**src/sv/frc_pkg.sv**
```systemverilog
package frc_pkg;

  // Default frame store capacity in bytes (1 to 64)
  localparam int unsigned FRAME_CAP_DEFAULT = 64;

  // Field widths fixed by the interface
  localparam int unsigned FUNC_W  = 3;
  localparam int unsigned LEN_IN_W = 8;
  localparam int unsigned CNT_W   = 16;
  localparam int unsigned IDX_W   = 6;
  localparam int unsigned BYTE_W  = 8;
  localparam int unsigned ST_W    = 3;
  localparam int unsigned PH_W    = 2;

  // Silence count after reset
  localparam logic [CNT_W-1:0] SILENCE_RESET = 16'd2;

  // Input function codes
  localparam logic [FUNC_W-1:0] FN_TICK  = 3'd0;
  localparam logic [FUNC_W-1:0] FN_ARM   = 3'd1;
  localparam logic [FUNC_W-1:0] FN_WRITE = 3'd2;
  localparam logic [FUNC_W-1:0] FN_CLEAR = 3'd3;
  localparam logic [FUNC_W-1:0] FN_SENT  = 3'd4;

  // Result status codes
  localparam logic [ST_W-1:0] ST_OK      = 3'd0;
  localparam logic [ST_W-1:0] ST_BUSY    = 3'd1;
  localparam logic [ST_W-1:0] ST_LONG    = 3'd2;
  localparam logic [ST_W-1:0] ST_GAVE_UP = 3'd3;
  localparam logic [ST_W-1:0] ST_EMPTY   = 3'd4;

  // Transmit phase codes
  localparam logic [PH_W-1:0] PH_IDLE  = 2'd0;
  localparam logic [PH_W-1:0] PH_READY = 2'd1;
  localparam logic [PH_W-1:0] PH_WAIT  = 2'd2;

  // Result kinds
  localparam logic KIND_STATUS = 1'b0;
  localparam logic KIND_BYTE   = 1'b1;

  // Commands from controller to datapath
  typedef struct packed {
    logic            arm;        // load frame parameters, go ready
    logic            wr_byte;    // write one store byte
    logic            clear;      // back to idle, counters zeroed
    logic            sil_reload; // reload silence count
    logic            sil_dec;    // count silence down
    logic            start_send; // go waiting, reload silence, rewind pointer
    logic            ack_inc;    // count acknowledge wait up
    logic            retry;      // count a resend, go ready
    logic            out_status; // load a status word into the output register
    logic            out_byte;   // load the next frame byte into the output register
    logic [ST_W-1:0] st;         // status code for out_status
  } cmd_t;

  // Status from datapath to controller
  typedef struct packed {
    logic [PH_W-1:0] phase;
    logic            sil_zero;   // silence count is zero
    logic            ack_cont;   // wait not over after this tick
    logic            retry_stop; // no resend left
    logic            len_zero;   // armed frame is empty
    logic            len_ok;     // arm length fits the store
    logic            idx_ok;     // write index inside the store
    logic            ptr_last;   // byte in flight is the final one
    logic            out_busy;   // output register holds a word not taken this cycle
  } sts_t;

endpackage

```
**src/sv/frame_retransmit_controller.sv**
```systemverilog
// Stop-and-wait transmitter with retry.
// Input channel (in_valid_i/in_ready_o) takes one command word: tick, arm,
// frame byte write, clear (acknowledge) or direct send done. Each word gives
// one status word on the output channel (out_valid_o/out_ready_i), except a
// tick that starts a nonempty send: it gives frame_len byte words from the
// frame store, the final one marked by last_o.
// Config channel (cfg_valid_i/cfg_ready_o) writes silence_ticks; always ready.
// A status word appears in the cycle after its command is accepted. One
// command per cycle is taken while idle with the output register free; a
// send holds off commands until its final byte is loaded, paced by
// the single read port of the frame store (registered, one address a cycle).
// Reset: idle, counters zero, silence_ticks and its count set to 2; the
// frame store holds no defined contents until written.
// Receiver stall: the output register holds its word; the input channel and
// the byte sequencer wait until that word is taken, and no word is lost.
module frame_retransmit_controller #(
  parameter int unsigned FRAME_CAP = frc_pkg::FRAME_CAP_DEFAULT
) (
  input  logic                          clk_i,
  input  logic                          rst_ni,
  input  logic                          cfg_valid_i,
  output logic                          cfg_ready_o,
  input  logic [frc_pkg::CNT_W-1:0]     cfg_data_i,
  input  logic                          in_valid_i,
  output logic                          in_ready_o,
  input  logic [frc_pkg::FUNC_W-1:0]    func_i,
  input  logic [frc_pkg::LEN_IN_W-1:0]  frame_length_i,
  input  logic [frc_pkg::CNT_W-1:0]     retry_limit_i,
  input  logic [frc_pkg::CNT_W-1:0]     ack_wait_i,
  input  logic [frc_pkg::IDX_W-1:0]     byte_index_i,
  input  logic [frc_pkg::BYTE_W-1:0]    frame_byte_i,
  output logic                          out_valid_o,
  input  logic                          out_ready_i,
  output logic                          out_kind_o,
  output logic [frc_pkg::ST_W-1:0]      status_o,
  output logic [frc_pkg::BYTE_W-1:0]    tx_byte_o,
  output logic                          last_o,
  output logic [frc_pkg::PH_W-1:0]      tx_state_o,
  output logic [frc_pkg::CNT_W-1:0]     retries_done_o
);

  frc_pkg::cmd_t cmd;
  frc_pkg::sts_t sts;

  assign cfg_ready_o = 1'b1;

  frc_ctrl u_ctrl (
    .clk_i      (clk_i),
    .rst_ni     (rst_ni),
    .in_valid_i (in_valid_i),
    .in_ready_o (in_ready_o),
    .func_i     (func_i),
    .sts_i      (sts),
    .cmd_o      (cmd)
  );

  frc_datapath #(
    .FRAME_CAP (FRAME_CAP)
  ) u_datapath (
    .clk_i          (clk_i),
    .rst_ni         (rst_ni),
    .cfg_valid_i    (cfg_valid_i),
    .cfg_data_i     (cfg_data_i),
    .frame_length_i (frame_length_i),
    .retry_limit_i  (retry_limit_i),
    .ack_wait_i     (ack_wait_i),
    .byte_index_i   (byte_index_i),
    .frame_byte_i   (frame_byte_i),
    .out_ready_i    (out_ready_i),
    .out_valid_o    (out_valid_o),
    .out_kind_o     (out_kind_o),
    .status_o       (status_o),
    .tx_byte_o      (tx_byte_o),
    .last_o         (last_o),
    .tx_state_o     (tx_state_o),
    .retries_done_o (retries_done_o),
    .cmd_i          (cmd),
    .sts_o          (sts)
  );

endmodule

```
**src/sv/frc_ctrl.sv**
```systemverilog
module frc_ctrl (
  input  logic                        clk_i,
  input  logic                        rst_ni,
  input  logic                        in_valid_i,
  output logic                        in_ready_o,
  input  logic [frc_pkg::FUNC_W-1:0]  func_i,
  input  frc_pkg::sts_t               sts_i,
  output frc_pkg::cmd_t               cmd_o
);

  typedef enum logic [1:0] {
    S_IDLE = 2'b01,
    S_SEND = 2'b10
  } ctrl_state_e;

  ctrl_state_e state_q, state_d;
  logic        accept;

  assign in_ready_o = (state_q == S_IDLE) && !sts_i.out_busy;
  assign accept     = in_valid_i && in_ready_o;

  // Decode of accepted words and byte sequencing
  always_comb begin
    cmd_o   = '0;
    cmd_o.st = frc_pkg::ST_OK;
    state_d = state_q;
    case (state_q)
      S_IDLE: begin
        if (accept) begin
          cmd_o.out_status = 1'b1;
          case (func_i)
            frc_pkg::FN_TICK: begin
              if (sts_i.phase == frc_pkg::PH_IDLE) begin
                cmd_o.st = frc_pkg::ST_OK;
              end else if (!sts_i.sil_zero) begin
                cmd_o.sil_dec = 1'b1;
              end else if (sts_i.phase == frc_pkg::PH_READY) begin
                cmd_o.start_send = 1'b1;
                if (sts_i.len_zero) begin
                  cmd_o.st = frc_pkg::ST_EMPTY;
                end else begin
                  // bytes follow from the store instead of a status word
                  cmd_o.out_status = 1'b0;
                  state_d = S_SEND;
                end
              end else if (sts_i.ack_cont) begin
                cmd_o.ack_inc = 1'b1;
              end else if (sts_i.retry_stop) begin
                cmd_o.clear = 1'b1;
                cmd_o.st    = frc_pkg::ST_GAVE_UP;
              end else begin
                cmd_o.retry = 1'b1;
              end
            end
            frc_pkg::FN_ARM: begin
              if (sts_i.phase != frc_pkg::PH_IDLE) begin
                cmd_o.st = frc_pkg::ST_BUSY;
              end else if (!sts_i.len_ok) begin
                cmd_o.st = frc_pkg::ST_LONG;
              end else begin
                cmd_o.arm = 1'b1;
              end
            end
            frc_pkg::FN_WRITE: begin
              if (sts_i.phase != frc_pkg::PH_IDLE) begin
                cmd_o.st = frc_pkg::ST_BUSY;
              end else if (!sts_i.idx_ok) begin
                cmd_o.st = frc_pkg::ST_LONG;
              end else begin
                cmd_o.wr_byte = 1'b1;
              end
            end
            frc_pkg::FN_CLEAR: begin
              cmd_o.clear = 1'b1;
            end
            frc_pkg::FN_SENT: begin
              cmd_o.sil_reload = 1'b1;
            end
            default: begin
              cmd_o.st = frc_pkg::ST_OK;
            end
          endcase
        end
      end
      S_SEND: begin
        // one byte per cycle while the output register has room
        if (!sts_i.out_busy) begin
          cmd_o.out_byte = 1'b1;
          if (sts_i.ptr_last) begin
            state_d = S_IDLE;
          end
        end
      end
      default: begin
        state_d = S_IDLE;
      end
    endcase
  end

  always_ff @(posedge clk_i or negedge rst_ni) begin
    if (!rst_ni) begin
      state_q <= S_IDLE;
    end else begin
      state_q <= state_d;
    end
  end

endmodule

```
**src/sv/frc_datapath.sv**
```systemverilog
module frc_datapath #(
  parameter int unsigned FRAME_CAP = frc_pkg::FRAME_CAP_DEFAULT
) (
  input  logic                          clk_i,
  input  logic                          rst_ni,
  // configuration
  input  logic                          cfg_valid_i,
  input  logic [frc_pkg::CNT_W-1:0]     cfg_data_i,
  // input word fields
  input  logic [frc_pkg::LEN_IN_W-1:0]  frame_length_i,
  input  logic [frc_pkg::CNT_W-1:0]     retry_limit_i,
  input  logic [frc_pkg::CNT_W-1:0]     ack_wait_i,
  input  logic [frc_pkg::IDX_W-1:0]     byte_index_i,
  input  logic [frc_pkg::BYTE_W-1:0]    frame_byte_i,
  // output register
  input  logic                          out_ready_i,
  output logic                          out_valid_o,
  output logic                          out_kind_o,
  output logic [frc_pkg::ST_W-1:0]      status_o,
  output logic [frc_pkg::BYTE_W-1:0]    tx_byte_o,
  output logic                          last_o,
  output logic [frc_pkg::PH_W-1:0]      tx_state_o,
  output logic [frc_pkg::CNT_W-1:0]     retries_done_o,
  // controller link
  input  frc_pkg::cmd_t                 cmd_i,
  output frc_pkg::sts_t                 sts_o
);

  localparam int unsigned AW    = (FRAME_CAP > 1) ? $clog2(FRAME_CAP) : 1;
  localparam int unsigned LEN_W = $clog2(FRAME_CAP + 1);
  localparam int unsigned CW    = frc_pkg::CNT_W;

  // Frame store
  logic [frc_pkg::BYTE_W-1:0] mem [FRAME_CAP];
  logic [frc_pkg::BYTE_W-1:0] rdata_q;

  // Link state
  logic [CW-1:0]          silence_ticks_q;
  logic [CW-1:0]          sil_q, sil_d;
  logic [CW-1:0]          ack_q, ack_d;
  logic [CW-1:0]          retry_q, retry_d;
  logic [CW-1:0]          retry_max_q, retry_max_d;
  logic [CW-1:0]          ack_limit_q, ack_limit_d;
  logic [LEN_W-1:0]       len_q, len_d;
  logic [frc_pkg::PH_W-1:0] phase_q, phase_d;
  logic [LEN_W-1:0]       ptr_q, ptr_d;
  logic [CW:0]            ack_inc;

  // Output register
  logic                          out_valid_q;
  logic                          kind_q;
  logic [frc_pkg::ST_W-1:0]      st_q;
  logic [frc_pkg::BYTE_W-1:0]    byte_q;
  logic                          last_q;
  logic [frc_pkg::PH_W-1:0]      txst_q;
  logic [CW-1:0]                 rdone_q;

  assign ack_inc = {1'b0, ack_q} + {{CW{1'b0}}, 1'b1};

  // Status toward the controller
  always_comb begin
    sts_o.phase      = phase_q;
    sts_o.sil_zero   = (sil_q == '0);
    sts_o.ack_cont   = ack_inc < {1'b0, ack_limit_q};
    sts_o.retry_stop = (retry_max_q == '0) || (retry_q >= retry_max_q);
    sts_o.len_zero   = (len_q == '0);
    sts_o.len_ok     = frame_length_i <= frc_pkg::LEN_IN_W'(FRAME_CAP);
    sts_o.idx_ok     = {1'b0, byte_index_i} < (frc_pkg::IDX_W + 1)'(FRAME_CAP);
    sts_o.ptr_last   = ({1'b0, ptr_q} + (LEN_W + 1)'(1)) == {1'b0, len_q};
    sts_o.out_busy   = out_valid_q && !out_ready_i;
  end

  // Next state of the link
  always_comb begin
    phase_d     = phase_q;
    retry_d     = retry_q;
    ack_d       = ack_q;
    retry_max_d = retry_max_q;
    ack_limit_d = ack_limit_q;
    len_d       = len_q;
    sil_d       = sil_q;
    ptr_d       = ptr_q;
    if (cmd_i.arm) begin
      phase_d     = frc_pkg::PH_READY;
      retry_d     = '0;
      ack_d       = '0;
      retry_max_d = retry_limit_i;
      ack_limit_d = ack_wait_i;
      len_d       = frame_length_i[LEN_W-1:0];
    end
    if (cmd_i.clear) begin
      phase_d     = frc_pkg::PH_IDLE;
      retry_d     = '0;
      ack_d       = '0;
      retry_max_d = '0;
      ack_limit_d = '0;
      len_d       = '0;
    end
    if (cmd_i.retry) begin
      phase_d = frc_pkg::PH_READY;
      retry_d = retry_q + CW'(1);
      ack_d   = '0;
    end
    if (cmd_i.ack_inc) begin
      ack_d = ack_inc[CW-1:0];
    end
    if (cmd_i.sil_dec) begin
      sil_d = sil_q - CW'(1);
    end
    if (cmd_i.sil_reload || cmd_i.start_send) begin
      sil_d = silence_ticks_q;
    end
    if (cmd_i.start_send) begin
      phase_d = frc_pkg::PH_WAIT;
      ptr_d   = '0;
    end
    if (cmd_i.out_byte) begin
      ptr_d = ptr_q + LEN_W'(1);
    end
  end

  always_ff @(posedge clk_i or negedge rst_ni) begin
    if (!rst_ni) begin
      silence_ticks_q <= frc_pkg::SILENCE_RESET;
      sil_q           <= frc_pkg::SILENCE_RESET;
      ack_q           <= '0;
      retry_q         <= '0;
      retry_max_q     <= '0;
      ack_limit_q     <= '0;
      len_q           <= '0;
      phase_q         <= frc_pkg::PH_IDLE;
      ptr_q           <= '0;
      out_valid_q     <= 1'b0;
    end else begin
      if (cfg_valid_i) begin
        silence_ticks_q <= cfg_data_i;
      end
      sil_q       <= sil_d;
      ack_q       <= ack_d;
      retry_q     <= retry_d;
      retry_max_q <= retry_max_d;
      ack_limit_q <= ack_limit_d;
      len_q       <= len_d;
      phase_q     <= phase_d;
      ptr_q       <= ptr_d;
      if (cmd_i.out_status || cmd_i.out_byte) begin
        out_valid_q <= 1'b1;
      end else if (out_ready_i) begin
        out_valid_q <= 1'b0;
      end
    end
  end

  // Store write and registered read of the next byte to send
  always_ff @(posedge clk_i) begin
    if (cmd_i.wr_byte) begin
      mem[byte_index_i[AW-1:0]] <= frame_byte_i;
    end
    rdata_q <= mem[ptr_d[AW-1:0]];
  end

  // Output word payload
  always_ff @(posedge clk_i) begin
    if (cmd_i.out_status) begin
      kind_q  <= frc_pkg::KIND_STATUS;
      st_q    <= cmd_i.st;
      byte_q  <= '0;
      last_q  <= 1'b1;
      txst_q  <= phase_d;
      rdone_q <= retry_d;
    end else if (cmd_i.out_byte) begin
      kind_q  <= frc_pkg::KIND_BYTE;
      st_q    <= frc_pkg::ST_OK;
      byte_q  <= rdata_q;
      last_q  <= sts_o.ptr_last;
      txst_q  <= phase_q;
      rdone_q <= retry_q;
    end
  end

  assign out_valid_o    = out_valid_q;
  assign out_kind_o     = kind_q;
  assign status_o       = st_q;
  assign tx_byte_o      = byte_q;
  assign last_o         = last_q;
  assign tx_state_o     = txst_q;
  assign retries_done_o = rdone_q;

endmodule

```
**config.mk**
```make
export PLATFORM = sky130hd
export DESIGN_NAME = frame_retransmit_controller
export DESIGN_NICKNAME = d
export VERILOG_FILES = /design/src/sv/frc_pkg.sv /design/src/sv/frame_retransmit_controller.sv /design/src/sv/frc_ctrl.sv /design/src/sv/frc_datapath.sv
export SDC_FILE = /design/constraint.sdc
export NUM_CORES = 1
export LEC_CHECK = 0
export CAP_MARGIN = 20
export CELL_PAD_IN_SITES_DETAIL_PLACEMENT = 1
export CELL_PAD_IN_SITES_GLOBAL_PLACEMENT = 1
export CORE_ASPECT_RATIO = 0.8
export CORE_MARGIN = 2
export CORE_UTILIZATION = 30
export DETAILED_ROUTE_END_ITERATION = 16
export DONT_BUFFER_PORTS = 1
export PLACE_DENSITY_LB_ADDON = 0.1
export SYNTH_ARGS = -nofsm -noshare
export SYNTH_HDL_FRONTEND = slang
export SYNTH_SLANG_ARGS = --single-unit
```
**constraint.sdc**
```tcl
create_clock -name clk_i -period 7.75 [get_ports clk_i]
set_clock_uncertainty 0.1 [all_clocks]
set_input_delay 1.1625 -clock clk_i [delete_from_list [all_inputs] [get_ports clk_i]]
set_output_delay 1.1625 -clock clk_i [all_outputs]
set_load 0.1 [all_outputs]
```
Word level (Yosys, flattened, before mapping)
Memory sizes are Yosys's and may differ from the RTL's. A register that Yosys moved wholly into a read port is not among the register bits.
Index checks and enable logic that the tools add are counted.

operators by class
  equality and inequality tests = 16
  muxes and demuxes = 79
  shift-type cells = 0
  multiply operators = 0
  $add $sub $neg = 5
  $lt $le $gt $ge = 3
  reduce and logical (&&, ||, !) cells = 21
  div/mod/pow operators = 0
  bitwise operators = 0

operators by type and width
  operator               count
  $mux 16                15
  $mux 2                 17
  $logic_not 16->1       2
  $mux 3                 10
  $mux 7                 4
  $mux 1                 25
  $mux 9                 2
  $add 16x1->17 const B  1
  $lt 17x16->1           1
  $add 16x1->16 const B  1
  $ge 16x16->1           1
  $sub 16x1->16 const B  1
  $ne 2x2->1 const B     6
  $reduce_bool 2->1      6
  $mux 5                 2
  $pmux 3 s3             1
  $add 7x1->8 const B    1
  $eq 8x7->1             1
  $le 8x7->1 const B     1
  $reduce_and 8->1       1
  $add 7x1->7 const B    1
  $logic_not 7->1        1
  $eq 3x2->1 const B     2
  $eq 2x1->1 const B     2
  13 further kinds       19

word-level totals
  latch bits = 0
  ROM bits = 0
  bits in registers = 146
  memories = 1
  memory bits (writable) = 512
  input port bits = 78

memories
  name            depth  bits a word  rd ports  clocked after memory_dff  write ports  RTL line            RTL
  u_datapath.mem  64     8            1         1                         1            frc_datapath.sv:34  logic [frc_pkg::BYTE_W-1:0] mem [FRAME_CAP];

Depth between registers and ports, before layout
Gate-level depths: netlist of the first run.

  word-level depth = 15
  mapped depth = 17
  mapped depth without buffers = 16

Cells and area by module
Synthesis of the first run repeated with hierarchy kept, for this count alone.

unflattened totals
  cell total of the unflattened synthesis = 2152
  area, all modules = 28897.7 um2

by module, submodules not included
  module                       times used  seq. area each (um2)  area each (um2)  cells each
  frc_datapath                 1           19195.9               28548.6          2106
  frc_ctrl                     1           51.3                  337.8            44
  frame_retransmit_controller  1           0.0                   11.3             2

Least setup slack after synthesis of the first run
Ideal clock, no wire load.

  kind = register to register
  from = register u_datapath.ack_q[0]
  to = register u_datapath.rdone_q[6], in the netlist u_datapath.retries_done_o[6], data pin
  period minus slack after synthesis = 3961 ps
  data required time = 7395 ps
  setup time = 255 ps
  stages on the path, launching flop included = 17
  data arrival time = 3606 ps
  setup slack = 3789 ps
  cell sequence = dfrtp_1 ha_1 and3_1 nand3_1 nor2_1 nand3_1 xnor2_1 ha_1 nand4_1 nor3_1 o211ai_1 o211a_1 clkbuf_1 a2111oi_0 nand4_1 xnor2_1 and2_1

on the way
  cells in the longest elaborated chain, start to end = 12
  elaborated cells on any way between the ends = 17
  classes of those cells = add/sub: 1; order compare: 1; mux: 15

ends and longest elaborated chain
  what                    RTL line             RTL
  start, declared         frc_datapath.sv:40   logic [CW-1:0] ack_q, ack_d;
  start signal, assigned  frc_datapath.sv:139  ack_q <= ack_d;
  $add 16x1->17 *         frc_datapath.sv:58   assign ack_inc = {1'b0, ack_q} + {{CW{1'b0}}, 1'b1};
  $lt 17x16->1 *          frc_datapath.sv:64   sts_o.ack_cont = ack_inc < {1'b0, ack_limit_q};
  $mux 1                  frc_ctrl.sv:46       end else if (sts_i.ack_cont) begin
  $mux 1                  frc_ctrl.sv:37       end else if (sts_i.phase == frc_pkg::PH_READY) begin
  $mux 1                  frc_ctrl.sv:35       end else if (!sts_i.sil_zero) begin
  $mux 1                  frc_ctrl.sv:33       if (sts_i.phase == frc_pkg::PH_IDLE) begin
  $pmux 1 s2              frc_ctrl.sv:31       case (func_i)
  $mux 9 *                frc_ctrl.sv:29       if (accept) begin
  $mux 9 *                frc_ctrl.sv:27       case (state_q)
  $mux 16                 frc_datapath.sv:91   if (cmd_i.clear) begin
  $mux 16 *               frc_datapath.sv:99   if (cmd_i.retry) begin
  $mux 16 *               frc_datapath.sv:164  if (cmd_i.out_status) begin
  end signal, assigned    frc_datapath.sv:170  rdone_q <= retry_d;
  end signal, assigned    frc_datapath.sv:177  rdone_q <= retry_q;
  end, declared           frc_datapath.sv:56   logic [CW-1:0] rdone_q;

Every way passes the cells marked *; elsewhere a longest branch is shown, timed or not.
A chain may end at the register's enable or synchronous reset.

Worst setup path in the final report of the first run
  from = register u_datapath.out_valid_q, in the netlist u_datapath.out_valid_o
  to = register u_datapath.rdata_q[1] (netlist bit), read port of u_datapath.mem

on the way
  cells in the longest elaborated chain, start to end = 8
  elaborated cells on any way between the ends = 10
  classes of those cells = mux: 6; reduce/logical: 4

ends and longest elaborated chain
  what                    RTL line             RTL
  start, declared         frc_datapath.sv:50   logic out_valid_q;
  start signal, assigned  frc_datapath.sv:133  out_valid_q <= 1'b0;
  start signal, assigned  frc_datapath.sv:147  out_valid_q <= 1'b1;
  start signal, assigned  frc_datapath.sv:149  out_valid_q <= 1'b0;
  $logic_and 1x1->1 *     frc_datapath.sv:70   sts_o.out_busy = out_valid_q && !out_ready_i;
  $logic_not 1->1         frc_ctrl.sv:19       assign in_ready_o = (state_q == S_IDLE) && !sts_i.out_busy;
  $logic_and 1x1->1       frc_ctrl.sv:19
  $logic_and 1x1->1       frc_ctrl.sv:20       assign accept = in_valid_i && in_ready_o;
  $mux 9                  frc_ctrl.sv:29
  $mux 9                  frc_ctrl.sv:27
  $mux 7                  frc_datapath.sv:113  if (cmd_i.start_send) begin
  $mux 7 *                frc_datapath.sv:117  if (cmd_i.out_byte) begin
  end, declared           frc_datapath.sv:35   logic [frc_pkg::BYTE_W-1:0] rdata_q;

Every way passes the cells marked *; elsewhere a longest branch is shown, timed or not. The select of a mux whose other input is x is not followed.

==> flow_summary_export.csv, run 1 <==
group,metric,value,unit
status,status,"completed",
global_routing,first_global_vias,18900,
global_routing,grt_usage,18.5,%
sta,hold_viol,0,
detailed_routing,ant_nets,0,
power_and_ir_drop,cellPowerDensity,242,nW/um2
critical_path,worst-r2r-setup-slack,2190,ps
logic_synthesis,seq_area_frac_synth,67.6,%
final_layout,fillers,10000,
clock_tree,clk_latency,640,ps
final_layout,syn_to_final_growth,13.3,%
logic_synthesis,synth_common_cells,"edfxtp_1, nand2_1, nand3_1",
logic_synthesis,yosysMostFrequentCell,"edfxtp_1",
clock_tree,max-clock-path-buffers,3,
critical_path,crit_arrival,6050,ps
global_routing,overflow,0,
die,rows,101,
critical_path,cp_slowest_cell,"dfrtp_1",
logic_synthesis,synth_nets,2381,
critical_path,worstRegToRegCells,11,
power_and_ir_drop,p_int,5.99,mW
die,initial_core_util,30.1,%
place,hpwlAfterDp,57800,um
sta,slew_headroom,20.3,%
logic_synthesis,ys_warn_count,0,
die,die-width,348,um
critical_path,worstSetupPathType,"flip-flop to flip-flop",
critical_path,crit_required,8240,ps
place,port_buffers,0,
detailed_routing,drc,0,
sta,setup_ws,2190,ps
clock_tree,clock-sinks,666,
sta,rsz0062_at_grt,"false",
detailed_routing,firstDrtPassIters,4,
clock_tree,cts_buffers,75,
detailed_routing,routed_wl,90700,um
die,core,94500,um2
critical_path,path_max_fanout,20,
logic_synthesis,ys.flop_type,"edfxtp_1",
logic_synthesis,synthCells,2268,
die,die-area,97400,um2
logic_synthesis,synth-edff-count,533,
critical_path,critPathCaptureType,"flip-flop",
clock_tree,ctsResizeCount,0,
detailed_routing,vias_per_cell,5.17,
logic_synthesis,synth_area,28500,um2
clock_tree,cts-root-buf,"clkbuf_16",
clock_tree,path_clk_slew,60,ps
global_routing,grt_start_max_net_pins,143,
logic_synthesis,ys_types,76,
final_layout,fin_cells,3557,
global_routing,antenna_found_initial,2,
final_layout,drive_above_1_share,8.62,%
final_layout,num_antenna_cells,0,
worst_hold_path,hold_path_class,"input port to async pin",
sta,max_freq,180,MHz
logic_synthesis,async_reset_ff_share,17.3,%
power_and_ir_drop,p_comb_share,3.1,%
logic_synthesis,avgSynthCellArea,12.6,um2
detailed_routing,wl_per_cell,25.5,um
sta,maxSlewViolCount,0,
clock_tree,cts_tree,"yes",
power_and_ir_drop,leakage,11.0,nW
power_and_ir_drop,swShare,23.1,%
die,fp.dieH,280,um
place,place_inst,3414,
final_layout,nNetsFinal,2371,
sta,period_needed,5560,ps
power_and_ir_drop,pwr-share-clk,45.0,%
sta,worstMarginPinSlew,1190,ps
place,gp_congestion,0.770,
run,drv_cap,0,
logic_synthesis,ys_ff_latch,666,
critical_path,max_stage_delay,980,ps
detailed_routing,dr_total_vias,18400,
sta,finalSetupTns,0,ps
sta,fin_crit_sh,71.8,%
clock_tree,post_cts_buffers,0,
detailed_routing,first_iter_violations,1212,
critical_path,crit_path_start_kind,"flip-flop",
power_and_ir_drop,p_sw,1.80,mW
die,num_io_pins,112,
logic_synthesis,yosysTopAreaCellShare,56.2,%
logic_synthesis,synth_area_leaders,"edfxtp_1, dfrtp_1, nand2_1",
power_and_ir_drop,ir_worst_vdd,0.000167,V
clock_tree,htreeDepth,3,
place,place_ws,1970,ps
clock_tree,cts_hold_buffers,0,
power_and_ir_drop,p_seq_share,51.9,%
global_routing,grt_pass1_wl,133000,um
logic_synthesis,yosys.area.top_type,"edfxtp_1",
critical_path,worstPathCellList,"nand2b_1, nand2_1, o31a_1, a21oi_2, buf_4, inv_1, nand2_1, a221oi_1, a2111oi_0, nand4_1, o31a_1",
sta,setup_viol,0,
-- cell usage in the layout, fill, tap and decap left out, types with 12 or more instances in the layout --
cell type  instances
nand4_1           31
clkinv_1          14
a21o_1            16
nor3_1            20
and3_1            12
ha_1              35
buf_4             27
a2111oi_0         23
dfxtp_1           18
nand2_1          420
clkinv_2          14
o211ai_1          12
clkbuf_16         77
a31oi_1           12
a221oi_1          14
o21ai_0           37
clkbuf_1          17
nor2b_1           13
inv_1             44
mux2i_1          127
mux2_2            25
edfxtp_1         533
nor2_1           151
o31ai_1           16
a21oi_1           55
xnor2_1           20
and2_1            14
nand3_1          203
dfrtp_1          112
xor2_1            12
-- registers in the layout, summed over array words and instances, names as in the netlist, 8 cells and up --
register                    count
u_datapath.ack_limit_q         16
u_datapath.ack_q               16
u_datapath.mem                512
u_datapath.rdata_q              8
u_datapath.retries_done_o      16
u_datapath.retry_max_q         16
u_datapath.retry_q             16
u_datapath.sil_q               16
u_datapath.silence_ticks_q     16
u_datapath.tx_byte_o            8
-- routing by layer --
layer | part of all wire [%] | vias up | global-route usage [%] | wire length [um]
met2 | 44 | 297 | 27.7 | 39900
met4 | 2.0 | 0 | 4.53 | 1830
met1 | 50 | 9599 | 28.0 | 45500
li1 | - | 8373 | - | -
met3 | 3.8 | 103 | 2.76 | 3460
met5 | 0 | - | 0 | 0
-- power by group through the flow --
stage | clock network, mW | logic, mW | registers, mW
6_report | 3.51 | 0.242 | 4.04
5_1_grt | 3.72 | 0.274 | 4.05
4_1_cts | 3.60 | 0.245 | 4.04
3_5_place_dp | 0 | 0.244 | 4.12
3_3_place_gp | 0 | 0.237 | 4.12
2_1_floorplan | 0 | 0.187 | 4.10
-- final cells by class --
cell class / instances / area, um2 / share of cell area, %
sequential: 666 / 19200 / 59.7
clock buffer: 99 / 2070 / 6.42
tap: 1236 / 1550 / 4.80
inverter: 46 / 180 / 0.559
clock inverter: 41 / 325 / 1.01
multi-input combinational: 1434 / 8570 / 26.6
timing repair buffer: 35 / 304 / 0.943
-- logic make-up (layout without fill, tap and decap cells) --
kind of cell | count (synthesis) | after routing | share of synthesized area (%)
and+or+nand+nor | 927 | 927 | 14.8
DFF | 666 | 666 | 67.6
AOI/OAI and AO/OA | 287 | 287 | 7.14
buffers and inverters | 168 | 221 | 2.49
muxes | 152 | 152 | 5.45
adders and majority gates | 35 | 35 | 1.54
xor gates and xnor gates | 32 | 32 | 0.984
other | 1 | 1 | 0.0132
-- metrics by stage --
stage               total power [mW]  utilization (%)  hold slack (ps)  instance area (um2)
detailed placement              4.36             31.5              318                29800
finish                          7.80             34.1              113                32200
floorplan                       4.28                -              292                28500
global route                    8.05             34.1             80.9                32200
CTS                             7.89             34.1             74.8                32200
global placement                4.35             31.5              322                29800
-- final timing paths --
path	end	start
worst max-delay path	u_datapath.rdata_q[1]	u_datapath.out_valid_o
worst min-delay path	u_datapath.ack_limit_q[9]	rst_ni
worst max register to register	u_datapath.rdata_q[1]	u_datapath.out_valid_o
worst min register to register	u_datapath.tx_byte_o[5]	u_datapath.rdata_q[5]
max in group asynchronous	u_datapath.sil_q[1]	rst_ni
min in group clk_i	u_datapath.tx_byte_o[5]	u_datapath.rdata_q[5]
-- critical path: cells and delay by family, from the launching register on --
family	cells	cell delay, ps
AOI/OAI and AO/OA	5	1510
DFF	1	980
and+or+nand+nor	4	2060
buffers and inverters	2	820
(Power assumes the default switching activity.)
==> inputs of run 2 (changes only) <==
==> constraint.sdc (replaced) <==
create_clock -name clk_i -period 5.24 [get_ports clk_i]
set_clock_uncertainty 0.1 [all_clocks]
set_input_delay 0.786 -clock clk_i [delete_from_list [all_inputs] [get_ports clk_i]]
set_output_delay 0.786 -clock clk_i [all_outputs]
set_load 0.1 [all_outputs]
==> run 2 against run 1 <==
Compared with the run above:
- sequential power is 48% higher
- first-iteration DRC count is 3.1% higher
- combinational power is 68% higher
- worst hold slack worse by 110 ps
- power is 51% higher
- fmax is 15% higher
- final area is 0.58% higher
- clock power is 54% higher
- clock-buffer cell count is 1 lower
- via count is 0.37% lower
- critical path type unchanged
==> flow_summary_export.csv, run 2 (synthesis results as in run 1) <==
group,metric,value,unit
critical_path,worstPathCellList,"inv_1, ha_1, nor4b_4, nand4_2, nor3_4, or2_4, buf_12, mux2i_1, mux2i_1, a2111oi_0, nand4_1, o31a_1",
detailed_routing,ant_nets,0,
final_layout,num_antenna_cells,0,
global_routing,grt_pass1_wl,130000,um
place,port_buffers,0,
final_layout,final_util,34.3,%
detailed_routing,wl_per_cell,24.7,um
power_and_ir_drop,finalPower,11.8,mW
global_routing,first_global_vias,19300,
sta,max_freq,206,MHz
die,fp.dieH,280,um
status,status,"completed",
clock_tree,clock-sinks,666,
die,num_io_pins,112,
critical_path,rr_startpoint,"u_datapath.sil_q[0]",
clock_tree,path_clk_slew,60,ps
clock_tree,htreeDepth,3,
final_layout,layout_commonest_cell,"edfxtp_1",
clock_tree,cts_buffers,77,
clock_tree,cts-root-buf,"clkbuf_16",
clock_tree,max-clock-path-buffers,3,
sta,maxSlewViolCount,0,
critical_path,path_max_fanout,81,
sta,rsz0062_at_grt,"false",
power_and_ir_drop,ir_worst_vdd,0.000259,V
critical_path,max_stage_delay,840,ps
worst_hold_path,hold_path_class,"input port to async pin",
sta,hold_viol,0,
sta,period_needed,4860,ps
place,place_ws,403,ps
critical_path,worstSetupPathType,"flip-flop to flip-flop",
die,core,94500,um2
place,gp_congestion,0.774,
detailed_routing,vias_per_cell,5.13,
die,die-width,348,um
critical_path,worst-r2r-setup-slack,380,ps
global_routing,antenna_found_initial,5,
die,initial_core_util,30.1,%
critical_path,crit_required,5680,ps
detailed_routing,routed_wl,88100,um
critical_path,cp_slowest_cell,"a2111oi_0",
global_routing,grt_usage,18.0,%
critical_path,crit_top_cell,"mux2i_1",
critical_path,worstRegToRegCells,12,
sta,fin_crit_sh,92.7,%
die,die-area,97400,um2
sta,setup_viol,0,
critical_path,crit_arrival,5300,ps
clock_tree,post_cts_buffers,0,
place,hpwlAfterDp,56400,um
final_layout,largest_reg_flops,512,
detailed_routing,dr_total_vias,18300,
final_layout,layout_common_cells,"edfxtp_1, nand2_1, nand3_1",
detailed_routing,firstDrtPassIters,5,
die,rows,101,
detailed_routing,drc,0,
detailed_routing,first_iter_violations,1249,
critical_path,critPathBufInv,2,
power_and_ir_drop,leakage,11.1,nW
sta,setup_ws,384,ps
sta,finalSetupTns,0,ps
sta,slew_headroom,27.0,%
critical_path,crit_path_start_kind,"flip-flop",
clock_tree,clk_latency,660,ps
final_layout,drive_above_1_share,9.01,%
global_routing,grt_start_max_net_pins,117,
clock_tree,cts_tree,"yes",
run,drv_cap,0,
critical_path,cp_top_family,"simple AND/OR/NAND/NOR gates",
power_and_ir_drop,cellPowerDensity,363,nW/um2
critical_path,critPathCaptureType,"flip-flop",
final_layout,fillers,10000,
final_layout,syn_to_final_growth,13.9,%
global_routing,overflow,0,
critical_path,r2r-end,"u_datapath.rdata_q[2]",
sta,worstMarginPinSlew,1090,ps
final_layout,nNetsFinal,2385,
## run 2: cell types whose count changed in the layout (fill, tap and decap cells not counted), moves of 2 or more
cell,change
clkbuf_16,+3
clkinvlp_4,-2
bufinv_16,+5
clkbuf_8,-5
inv_16,-3
buf_1,-2
buf_4,+15
## run 2: worst register-to-register path: cells and delay by family (launching register included)
family	cells	cell delay, ps
AOI/OAI and AO/OA	2	1060
DFF	1	380
buffers and inverters	2	510
muxes	2	470
adders and majority gates	1	170
and+or+nand+nor	5	2070
## run 2: layout make-up
class	instances	area [um2]	area share [%]
clock inverter	40	398	1.23
tap	1236	1550	4.77
clock buffer	98	2080	6.41
multi-input combinational	1434	8560	26.4
inverter	46	180	0.556
sequential	666	19200	59.4
timing repair buffer	47	414	1.28
## run 2: metrics by stage
stage,area [um2],hold slack [ps],cells
6_report,32400,1.28,3567
5_1_grt,32400,16.4,3567
4_1_cts,32400,6.87,3565
3_5_place_dp,29900,314,3426
3_3_place_gp,29900,309,3426
2_1_floorplan,28500,292,2268
## run 2: how the worst max path moves through the flow
stage | cells past startpoint | start | endpoint
global route | 12 | u_datapath.sil_q[0] | u_datapath.rdata_q[2]
CTS | 12 | u_datapath.sil_q[0] | u_datapath.rdata_q[3]
global placement | 12 | u_datapath.sil_q[0] | u_datapath.rdata_q[2]
detailed placement | 12 | u_datapath.sil_q[0] | u_datapath.rdata_q[3]
finish | 12 | u_datapath.sil_q[0] | u_datapath.rdata_q[2]
floorplan | 16 | u_datapath.ack_q[0] | u_datapath.retries_done_o[6]
## run 2: per-layer routing
metal  global-route usage, %  routed length [um]
met5                       0                   0
met4                    3.99                1690
met3                    3.66                4000
met2                    27.0               38500
met1                    26.7               44000
## run 2: power breakdown
part           internal [mW]  switching (mW)  leakage [nW]
sequential              5.81           0.162          6.47
combinational          0.151           0.255          3.45
clock                   3.15            2.25          1.22
## run 2: timing repair
action | in CTS | in global routing
setup endpoints to repair | 0 | 1
hold buffers | 1 | 0
gates resized for setup | 0 | 1
endpoints found under the hold margin | 115 | 0
==> inputs of run 3 (changes only) <==
==> constraint.sdc (replaced) <==
create_clock -name clk_i -period 5.24 [get_ports clk_i]
set_clock_uncertainty 0.1 [all_clocks]
set_input_delay 0.786 -clock clk_i [delete_from_list [all_inputs] [get_ports clk_i]]
set_output_delay 0.786 -clock clk_i [all_outputs]
set_load 0.02 [all_outputs]
==> run 3 against run 2 <==
Compared with the run above:
- sequential share of layout area grew 0.20 points
- cell count is essentially flat
- sequential cell count is the same
- clock power shrank 4.6%
- fmax grew 2.1%
- clock-buffer cell count grew 15
- first-iteration DRC count shrank 6.6%
- final area shrank 0.33%
- critical path depth grew 3
- utilization shrank 0.11 points
- highest routed layer unchanged
==> flow_summary_export.csv, run 3 (synthesis results as in run 1) <==
group,metric,value,unit
status,status,"completed",
sta,maxSlewViolCount,0,
final_layout,largest_reg_flops,512,
critical_path,worstPathCellList,"ha_1, and3_1, nand3_1, nor2_2, nand3_1, xnor2_1, ha_1, nand4_1, nor3_1, o211ai_1, o211a_1, a2111oi_4, nand4_1, nor3_1, mux2i_1",
die,rows,101,
clock_tree,clk_latency,650,ps
power_and_ir_drop,p_comb_share,3.3,%
sta,max_freq,210,MHz
final_layout,final_area,32300,um2
detailed_routing,dr_total_vias,18200,
power_and_ir_drop,pwr-share-clk,45.0,%
critical_path,worst-r2r-setup-slack,480,ps
global_routing,grt_start_max_net_pins,172,
worst_hold_path,hold_depth,0,
sta,finalSetupTns,0,ps
die,core,94500,um2
critical_path,crit_path_start_kind,"flip-flop",
clock_tree,cts_tree,"yes",
clock_tree,cts_buffers,77,
clock_tree,htreeDepth,3,
die,num_io_pins,112,
clock_tree,clock-sinks,666,
place,gp_congestion,0.784,
critical_path,crit_required,5530,ps
detailed_routing,vias_per_cell,5.10,
sta,fin_crit_sh,90.7,%
final_layout,nNetsFinal,2385,
global_routing,grt_pass1_wl,130000,um
die,die-width,348,um
global_routing,overflow,0,
detailed_routing,routed_wl,87300,um
detailed_routing,firstDrtPassIters,7,
worst_hold_path,min_from,"frame_byte_i[5]",
final_layout,syn_to_final_growth,13.5,%
place,place_area,29900,um2
clock_tree,path_clk_slew,60,ps
worst_hold_path,hold_path_class,"input port to flip-flop",
detailed_routing,ant_nets,0,
power_and_ir_drop,cellPowerDensity,354,nW/um2
final_layout,fillers,10000,
detailed_routing,first_iter_violations,1166,
critical_path,worstSetupPathType,"flip-flop to flip-flop",
critical_path,worstRegToRegCells,15,
global_routing,first_global_vias,18800,
final_layout,drive_above_1_share,8.70,%
run,drv_cap,0,
die,die-area,97400,um2
power_and_ir_drop,p_seq_share,51.7,%
die,initial_core_util,30.1,%
clock_tree,cts-root-buf,"clkbuf_16",
sta,setup_viol,0,
clock_tree,post_cts_buffers,0,
place,place_ws,435,ps
sta,period_needed,4760,ps
worst_hold_path,min_to,"u_datapath.mem[7][5]",
power_and_ir_drop,p_sw,2.56,mW
critical_path,cp_slowest_cell,"a2111oi_4",
power_and_ir_drop,swShare,22.4,%
power_and_ir_drop,ir_worst_vdd,0.000221,V
sta,worst_hold_slack,131,ps
sta,slew_headroom,30.8,%
power_and_ir_drop,p_int,8.89,mW
sta,hold_viol,0,
global_routing,antenna_found_initial,2,
final_layout,layout_commonest_cell,"edfxtp_1",
detailed_routing,drc,0,
sta,setup_ws,485,ps
critical_path,rr_startpoint,"u_datapath.ack_q[0]",
sta,worstMarginPinSlew,1040,ps
detailed_routing,wl_per_cell,24.4,um
critical_path,r2r-end,"u_datapath.retries_done_o[15]",
critical_path,crit_arrival,5050,ps
critical_path,critPathCaptureType,"flip-flop",
die,fp.dieH,280,um
final_layout,layout_common_cells,"edfxtp_1, nand2_1, nand3_1",
clock_tree,max-clock-path-buffers,3,
sta,rsz0062_at_grt,"false",
power_and_ir_drop,leakage,11.1,nW
place,hpwlAfterDp,55800,um
place,port_buffers,0,
critical_path,path_max_fanout,12,
critical_path,max_stage_delay,550,ps
global_routing,grt_usage,17.9,%
==> run 3: final cells by class <==
type	count	area [um2]	share of cell area, %
diodes	1	2.50	0.00774
clock buffers	113	2130	6.60
clock inverters	26	218	0.674
inverters	46	180	0.557
multi-input cells	1434	8560	26.5
flip-flops and latches	666	19200	59.6
well taps	1236	1550	4.78
repair buffers	47	429	1.33
==> run 3: worst max path at each step <==
stage,cells past startpoint,end,slack (ps),start
6_report,15,u_datapath.retries_done_o[15],480,u_datapath.ack_q[0]
5_1_grt,15,u_datapath.retries_done_o[15],50,u_datapath.ack_q[0]
4_1_cts,15,u_datapath.retries_done_o[15],430,u_datapath.ack_q[0]
3_5_place_dp,15,u_datapath.retries_done_o[15],440,u_datapath.ack_q[0]
3_3_place_gp,15,u_datapath.retries_done_o[15],590,u_datapath.ack_q[0]
2_1_floorplan,16,u_datapath.retries_done_o[6],1280,u_datapath.ack_q[0]
==> run 3: worst max-delay path, delay by kind of cell (launching register included) <==
| kind | cells | cell delay [ps] |
|---|---|---|
| AO/OA/AOI/OAI | 3 | 1060 |
| XOR/XNOR | 1 | 170 |
| adder cells (fa/ha/maj) | 2 | 570 |
| flip-flops | 1 | 440 |
| multiplexers | 1 | 140 |
| AND/OR/NAND/NOR | 8 | 2020 |
==> run 3: power by group through the flow <==
stage                     clock network [mW]  registers [mW]  logic (mW)
after CTS                               5.31            5.92       0.385
after floorplan                            0            6.00       0.271
after global placement                     0            6.03       0.351
final                                   5.15            5.92       0.378
after global routing                    5.50            5.93       0.429
after detailed placement                   0            6.03       0.360
==> run 3: timing repair <==
action / 4_1_cts / 5_1_grt
hold buffers: 2 / 0
hold endpoints to repair: 115 / 0
resized for setup: 0 / 2
endpoints found under the setup margin: 0 / 2
==> run 3: stage by stage <==
step,utilization [%],std cells,power [mW]
after floorplan,-,2268,6.27
final,34.2,3569,11.5
after detailed placement,31.7,3427,6.39
after global placement,31.6,3426,6.38
after CTS,34.2,3568,11.6
after global routing,34.2,3568,11.9
==> run 3: per-layer routing <==
layer	global-route usage, %	wire [um]	vias to the layer above
met2	26.4	38100	293
li1	-	-	8403
met4	4.32	1710	0
met3	4.34	4500	104
met5	0	0	-
met1	26.4	42900	9386
